==> src/hdl/chta_pkg.sv <==
`timescale 1ns / 1ps
// Package with shared types, constants and helpers for the clustered hash table.
package chta_pkg;

   localparam int unsigned CLUSTERS_DEF     = 1024;
   localparam int unsigned DEPTH_BIAS_DEF   = 8;
   localparam int unsigned WAYS             = 3;

   localparam logic [1:0] OP_PROBE = 2'd0;
   localparam logic [1:0] OP_STORE = 2'd1;
   localparam logic [1:0] OP_NEWGEN = 2'd2;
   localparam logic [1:0] OP_CLEAR = 2'd3;

   localparam logic [1:0] BOUND_EXACT = 2'd3;

   // One stored entry, packed as it sits in memory.
   typedef struct packed {
      logic [15:0] tag;
      logic [15:0] mv;
      logic [15:0] score;
      logic [15:0] eval;
      logic [7:0]  depth;
      logic [7:0]  genbound;
   } entry_type;

   // Request registered from the input channel.
   typedef struct packed {
      logic [1:0]  operation;
      logic [15:0] tag;
      logic [1:0]  way;
      logic [15:0] move_in;
      logic [15:0] score_in;
      logic [15:0] eval_in;
      logic [8:0]  depth_in;
      logic [1:0]  bound_in;
      logic        pv_in;
   } req_type;

   // Replacement score of an entry: stored depth minus age penalty (10 bits signed).
   function automatic logic signed [9:0] repl_value(input logic [7:0] depth,
                                                    input logic [7:0] genbound,
                                                    input logic [4:0] gen);
      logic [7:0] age;
      age = ({gen, 3'b000} - (genbound & 8'hF8)) & 8'hF8;
      return $signed({2'b00, depth}) - $signed({2'b00, age});
   endfunction

endpackage

==> src/hdl/chta_index.sv <==
`timescale 1ns / 1ps
// Sequential key mod CLUSTERS reduction, one 4-bit key digit per cycle, over the 16 digits of the key.
module chta_index #(
   parameter int unsigned CLUSTERS = chta_pkg::CLUSTERS_DEF,
   parameter int unsigned IW = (CLUSTERS > 1) ? $clog2(CLUSTERS) : 1
) (
   input  logic          clock,
   input  logic          reset,
   input  logic          start,
   input  logic [63:0]   key,
   output logic          done,
   output logic [IW-1:0] index
);
   localparam int unsigned RW = IW + 1;
   localparam logic [RW-1:0] MODV = RW'(CLUSTERS);

   // Residue of d * 16**i modulo CLUSTERS for digit position i and digit value d.
   function automatic logic [256*RW-1:0] residue_table();
      logic [256*RW-1:0] t;
      longint unsigned   p;
      longint unsigned   r;
      t = '0;
      p = 64'd1 % CLUSTERS;
      for (int i = 0; i < 16; i++) begin
         for (int d = 0; d < 16; d++) begin
            r = (longint'(d) * p) % CLUSTERS;
            t[(i*16 + d)*RW +: RW] = RW'(r);
         end
         p = (p * 64'd16) % CLUSTERS;
      end
      return t;
   endfunction

   localparam logic [256*RW-1:0] RES_TABLE = residue_table();

   logic [63:0]   key_ff, key_in;
   logic [RW-1:0] rem_ff, rem_in;
   logic [3:0]    pos_ff, pos_in;
   logic          busy_ff, busy_in;
   logic          done_ff, done_in;
   logic [RW-1:0] term;
   logic [RW:0]   sum;

   always_comb begin
      key_in  = key_ff;
      rem_in  = rem_ff;
      pos_in  = pos_ff;
      busy_in = busy_ff;
      done_in = 1'b0;
      term    = RES_TABLE[{pos_ff, key_ff[3:0]} * RW +: RW];
      sum     = {1'b0, rem_ff} + {1'b0, term};
      if (start) begin
         key_in  = key;
         rem_in  = '0;
         pos_in  = 4'd0;
         busy_in = 1'b1;
      end else if (busy_ff) begin
         // Both addends are below CLUSTERS, so one subtract brings the sum back in range.
         if (sum >= {1'b0, MODV}) rem_in = RW'(sum - {1'b0, MODV});
         else rem_in = sum[RW-1:0];
         key_in = {4'b0000, key_ff[63:4]};
         pos_in = pos_ff + 4'd1;
         if (pos_ff == 4'd15) begin
            busy_in = 1'b0;
            done_in = 1'b1;
         end
      end
   end

   always_ff @(posedge clock) begin
      key_ff <= key_in;
      rem_ff <= rem_in;
      pos_ff <= pos_in;
      if (reset) begin
         busy_ff <= 1'b0;
         done_ff <= 1'b0;
      end else begin
         busy_ff <= busy_in;
         done_ff <= done_in;
      end
   end

   assign done  = done_ff;
   assign index = (CLUSTERS > 1) ? rem_ff[IW-1:0] : '0;
endmodule

==> config.mk <==
export PLATFORM = sky130hd
export DESIGN_NAME = chta_index
export DESIGN_NICKNAME = d
export VERILOG_FILES = /design/src/hdl/chta_pkg.sv /design/src/hdl/chta_index.sv
export SDC_FILE = /design/constraint.sdc
export NUM_CORES = 1
export LEC_CHECK = 0
export BUFFER_PORTS_ARGS = -buffer_cell sky130_fd_sc_hd__buf_2
export CAP_MARGIN = 25
export CORE_ASPECT_RATIO = 1.25
export CORE_MARGIN = 4
export CORE_UTILIZATION = 55
export CTS_BUF_LIST = sky130_fd_sc_hd__clkbuf_4
export CTS_CLUSTER_SIZE = 8
export DETAILED_ROUTE_END_ITERATION = 10
export HOLD_SLACK_MARGIN = 0.05
export PLACE_DENSITY = 0.78
export RECOVER_POWER = 25
export SYNTH_ARGS = -nofsm -noshare
export SYNTH_HDL_FRONTEND = slang
export SYNTH_SLANG_ARGS = --single-unit
==> constraint.sdc <==
create_clock -name clock -period 2.8 [get_ports clock]
set_input_delay 0.56 -clock clock [delete_from_list [all_inputs] [get_ports clock]]
set_output_delay 0.56 -clock clock [all_outputs]
set_load 0.02 [all_outputs]
# ---- Yosys cells after proc, flatten, opt, wreduce, memory -nomap -nowiden
# Index checks and enable logic that the tools add are counted.
dict set report word_totals {
  input_bits 67
  wordCells 22
  regBits 81
  output_inout_bits 11
}
dict set report op_classes {
  multipliers 1
  bitwise_logic 1
  magnitude_cmp 1
  reduce_logical 2
  n_mux 7
  shifts 1
  eq_ne 1
  addsub 3
}
# cell n
set ops {}
lappend ops {{$shiftx 2816x13->11 const A} 1}
lappend ops {{$mux 64} 2}
lappend ops {{$add 11x11->12} 1}
lappend ops {{$ge 12x11->1 const B} 1}
lappend ops {{$mul 8x4->12 const B} 1}
lappend ops {{$mux 11} 1}
lappend ops {{$sub 11x11->11 const B} 1}
lappend ops {{$add 4x1->4 const B} 1}
lappend ops {{$eq 4x4->1 const B} 1}
lappend ops {{$mux 1} 4}
lappend ops {{$reduce_or 3->1} 1}
lappend ops {{$reduce_bool 2->1} 1}
lappend ops {{$not 1->1} 1}

# ---- Logic depth before layout (Yosys ltp)
dict set report depth {
  word_depth 5
  mapped_depth 10
  depth_no_buf 10
}

# ---- Least setup slack after synthesis
# OpenSTA, ideal clock, no wires.
dict set report synth_timing {
  path_type {flip-flop to flip-flop}
  startpoint {reg pos_ff[3]}
  endpoint {reg rem_ff[9]}
  synth_period_minus_slack_ns 2.549
  n_path_buf 0
  required_ns 2.677
  stages_incl_launch_ff 10
  setup_time_ns 0.123
  arrival_ns 2.425
  slack_ns 0.251
  path_cell_list {dfxtp_1 > nor4_1 > and2_1 > ha_1 > a21oi_1 > nor2b_1 > a311o_2 > a31oi_2 > mux2i_1 > mux2_1}
}
dict set report synth_via {
  elab_chain_len 5
  word_cells_on_any_way 6
  cone_classes {2 x add/sub; 1 x mul; 1 x order compare; 1 x shift; 1 x mux}
}
# element line_no
set synth_rtl {}
lappend synth_rtl {{from (decl)} chta_index.sv:38} ;# logic [3:0] pos_ff, pos_in;
lappend synth_rtl {{from (signal assigned)} chta_index.sv:73} ;# pos_ff <= pos_in;
lappend synth_rtl {{$mul 8x4->12 (*)} chta_index.sv:50} ;# term = RES_TABLE[{pos_ff, key_ff[3:0]} * RW +: RW];
lappend synth_rtl {{$shiftx 2816x13->11 (*)} chta_index.sv:50}
lappend synth_rtl {{$add 11x11->12 (*)} chta_index.sv:51} ;# sum = {1'b0, rem_ff} + {1'b0, term};
lappend synth_rtl {{$sub 11x11->11 / $ge 12x11->1 (equally long branches)} chta_index.sv:59} ;# if (sum >= {1'b0, MODV}) rem_in = RW'(sum - {1'b0, MODV});
lappend synth_rtl {{$mux 11 (*)} chta_index.sv:59}
lappend synth_rtl {{to (signal assigned)} chta_index.sv:72} ;# rem_ff <= rem_in;
lappend synth_rtl {{to (decl)} chta_index.sv:37} ;# logic [RW-1:0] rem_ff, rem_in;
# Mark *: on every way between the ends. The rest lies on a longest branch, timed or not.
# A chain may end at the register's enable or synchronous reset.

# ---- Worst setup path in the final report
dict set report layout_timing {
  startpoint {reg pos_ff[1]}
  endpoint {reg rem_ff[9]}
}
# The elaborated chain is that of the path after synthesis.

==> impl.org <==
** Synth
- Average cell area after synthesis :: between 10 and 15 µm²
- Number of enable-type register cells in the synthesized netlist :: 64
- Cell variety after synth :: 37
- For this run, the register share of the synthesized area comes to just over 60%.
- Mapped Nets :: 326
- Synthesis inferred 80 register bits.
- During synthesis, Yosys emitted a total of 0 warnings.
- For this run, the leading register cell type out of synthesis is edfxtp_1.
- Number of instances in the synthesized netlist :: 248
- Share of flip-flops with an asynchronous set or reset after synthesis :: 0%
- Summing every instance area after synthesis gives 3667 µm².

** Route
- Dividing the detail-routed via count by the number of cells gives 5.347.
- Number of routed nets with antenna violations :: 0
- Summing over every cut layer, the via total after detailed routing is 2283.
- The final layout contains routed wiring with a total length of about 6.4 mm.
- Wire per inst :: 14.96 µm
- For this run, design rule violations remaining after detail routing come to 0.
- Initial DRC Count :: ~160
- First-pass iteration count of the detailed router :: 4

** Clock tree
- Clock Tree Root :: clkbuf_4
- CTS max path bufs :: 2
- Clock latency on the worst-skew pair, taken at its later pin, is 0.42 ns.
- Counting the buffers created by CTS gives 9.
- In this run the number of H-tree levels came out at 3.
- Clock sink count :: 80
- After clock tree synthesis, the clock-pin slew on the worst setup and hold paths is between 0.1 and 0.15 ns.
- TritonCTS built the clock tree.

** Placed design
- Port-buffer cells :: 77
- Final weighted congestion in routability-driven placement :: 0.8097
- Once placement finished, the instance area stood at between 4000 and 5000 µm².
- Setup slack at placement :: -0.1087 ns
- Once detailed placement completed, the half-perimeter wirelength came to 4.494 mm.

** Power and ir drop
- The internal power of the cells totals 1.888 mW.
- Worst-case vdd ir drop :: 0.0004326 V
- Power dissipated by switching net loads :: 614.8 µW
- Net switching is 24.57% of the power.
- Registers are responsible for 58.4% of the overall power.
- Pleak :: between 1.5 and 2 nW
- Part of the power in the clock network :: 27.1%
- Portion of total power attributed to combinational logic :: 14.5%
- P per Cell Area :: 571.8 nW/µm²

** Layout
- From synthesis to final layout, the design area changed by 19.35%.
- Cells with a size suffix above 1 make up 49.41% of the layout.
- Sequential cell area :: 2246 µm²
- The number of antenna diodes in the final layout is 0.
- Counting the fill cells in the layout gives 536.
- In the final layout, the multi-input gates occupy 1404 µm².
- For this run, the post-layout net count is 413.
- Commonest cells after routing, fill and taps aside :: buf_2, edfxtp_1, mux2_2, nor2_1, dfxtp_1
- Final core utilization :: 67.09%
- Final instance area :: between 4000 and 5000 µm²
- Most common cell after layout, fill and taps aside :: buf_2

** Timing
- Setup violations remaining at the end of the flow were counted as 0.
- Count of final hold-check violations :: 0
- Maximum clock rate :: 0.3749 GHz
- Post-route setup slack :: 0.1330 ns
- Final period utilization :: a little over nine tenths
- Count of pins over their slew limit :: 33
- Clock skew after layout :: 0.01892 ns
- Time the worst path needs with I/O delays and setup :: 2.667 ns
- The worst pin sits at a relative slew slack of -16.29%.
- Worst slew pin tran :: 1.744 ns

** Status
- The run finished, with violations left.
- Violated checks :: capacitance limit, slew limit

** Global route
- Number of antenna violations at the first check in global routing :: 0
- The via count of the first global-routing pass came to about 2400.
- For this run, the total global-route usage over all layers was measured as 17.33%.
- First-pass GRT wire length :: ~11 mm
- Maximum number of pins on one net before global-route repair :: 53
- Summed over all layers, the global routing overflow is 0.

** Worst setup path
- WP data arrival :: 2.99 ns
- Critical setup path kind :: register to register
- Data on the critical path is required at its endpoint by 3.12 ns.
- CP Capture Type :: register
- Sort of element at the start of the critical path :: register
- In this run the worst path has a maximum fanout of 5.
- Biggest cell delay along the critical path :: 0.40 ns
- Slowest cell on crit path :: a311o_2
- Critical path cell sequence :: nor4b_1 -> buf_4 -> and2_1 -> ha_1 -> inv_1 -> nor2_1 -> a311o_2 -> a31oi_4 -> mux2i_1 -> mux2_1

** Floorplanning
- From bottom edge to top edge, the die measures slightly below 100 µm.
- The floorplan step defined a die boundary enclosing 8046 µm².
- Chip Width :: 81.04 µm
- Count of pins on the block boundary :: 78
- For this configuration, the core starts out at a cell density of 56.21%.
- Area of the core :: 6524 µm²
- Row generation in the floorplan step produced 33 rows.

** Job
- Max-cap violations in this run came to 1.

** Worst hold path
- Worst Hold Class :: input port to register
==> Yosys cell counts (3+ instances only) <==
master    instances  area, µm²
edfxtp_1         64       1922
mux2_2           60      675.7
dfxtp_1          16      320.3
nor2_1           15      56.30
and2_1           12      75.07
ha_1             10      125.1
clkbuf_1          7      26.28
mux2i_1           7      70.07
xor2_1            5      43.79
a21o_1            4      30.03
a21oi_1           4      20.02
xnor2_1           4      35.03
buf_1             3      11.26
nand2_1           3      11.26
nand2b_1          3      18.77
nand3_1           3      15.01
==> state kept, by name, summed over array words and instances, names as in the netlist <==
signal / cells
pos_ff: 4
busy_ff: 1
rem_ff: 10
done: 1
key_ff: 64
==> critical path, delay by kind of cell, from the launching register on <==
kind / cells / cell delay [ns]
DFF: 1 / 0.39
muxes: 2 / 0.55
buffers and inverters: 2 / 0.27
AOI/OAI and AO/OA: 2 / 0.57
and+or+nand+nor: 3 / 0.51
adders and majority gates: 1 / 0.26
==> power groups by stage <==
stage,registers [mW],logic [mW],clock network [mW]
after CTS,1.47,0.360,0.698
after global placement,1.49,0.342,0
after detailed placement,1.49,0.358,0
final,1.46,0.362,0.678
after floorplan,1.49,0.233,0
after global routing,1.48,0.405,0.758
==> layout make-up <==
type	instances	area share, %
inverters	2	0.1715
clock buffers	9	1.544
multi-input cells	155	32.08
clock inverters	7	1.630
repair buffers	87	10.78
well taps	87	2.487
flip-flops and latches	80	51.31
==> timing repair <==
item | in CTS | in global routing
hold buffers | 0 | 0
resized for setup | 1 | 6
pin swaps | 0 | 2
buffers inserted | 0 | 1
endpoints found under the setup margin | 1 | 1
gates cloned | 0 | 0
==> worst paths after layout <==
path | startpoint | end | slack, ns | depth (start not counted)
setup / recovery | pos_ff[1] | rem_ff[9] | 0.13 | 10
hold / removal | reset | busy_ff | 0.30 | 2
setup reg to reg | pos_ff[1] | rem_ff[9] | 0.13 | 10
hold reg to reg | rem_ff[8] | rem_ff[8] | 0.52 | 2
==> routing by layer <==
layer / vias up / part of all wire [%] / track usage [%]
li1: 1104 / - / -
met1: 1106 / 40 / 21.20
met2: 62 / 51 / 28.21
met3: 11 / 7.0 / 4.620
met4: 0 / 2.0 / 8.322
met5: - / 0 / 0
==> stage by stage <==
step | setup TNS, ns | hold WS (ns) | power (mW) | cells
finish | 0 | 0.2952 | 2.503 | 427
global route | -0.02739 | 0.2688 | 2.641 | 427
CTS | 0 | 0.2697 | 2.524 | 426
detailed placement | -0.1087 | 0.5041 | 1.850 | 410
global placement | 0 | 0.4938 | 1.828 | 410
floorplan | 0 | 0.5005 | 1.722 | 248
==> logic make-up (layout without fill, tap and decap cells) <==
kind of cell | Yosys count | in the layout | synth area share (%)
AO/OA/AOI/OAI | 18 | 18 | 3.548
XOR/XNOR | 9 | 9 | 2.149
adder cells (fa/ha/maj) | 11 | 11 | 3.958
buffers and inverters | 13 | 105 | 1.365
flip-flops | 80 | 80 | 61.14
multiplexers | 68 | 68 | 20.64
AND/OR/NAND/NOR | 49 | 49 | 7.199
(Power assumes the default switching activity.)
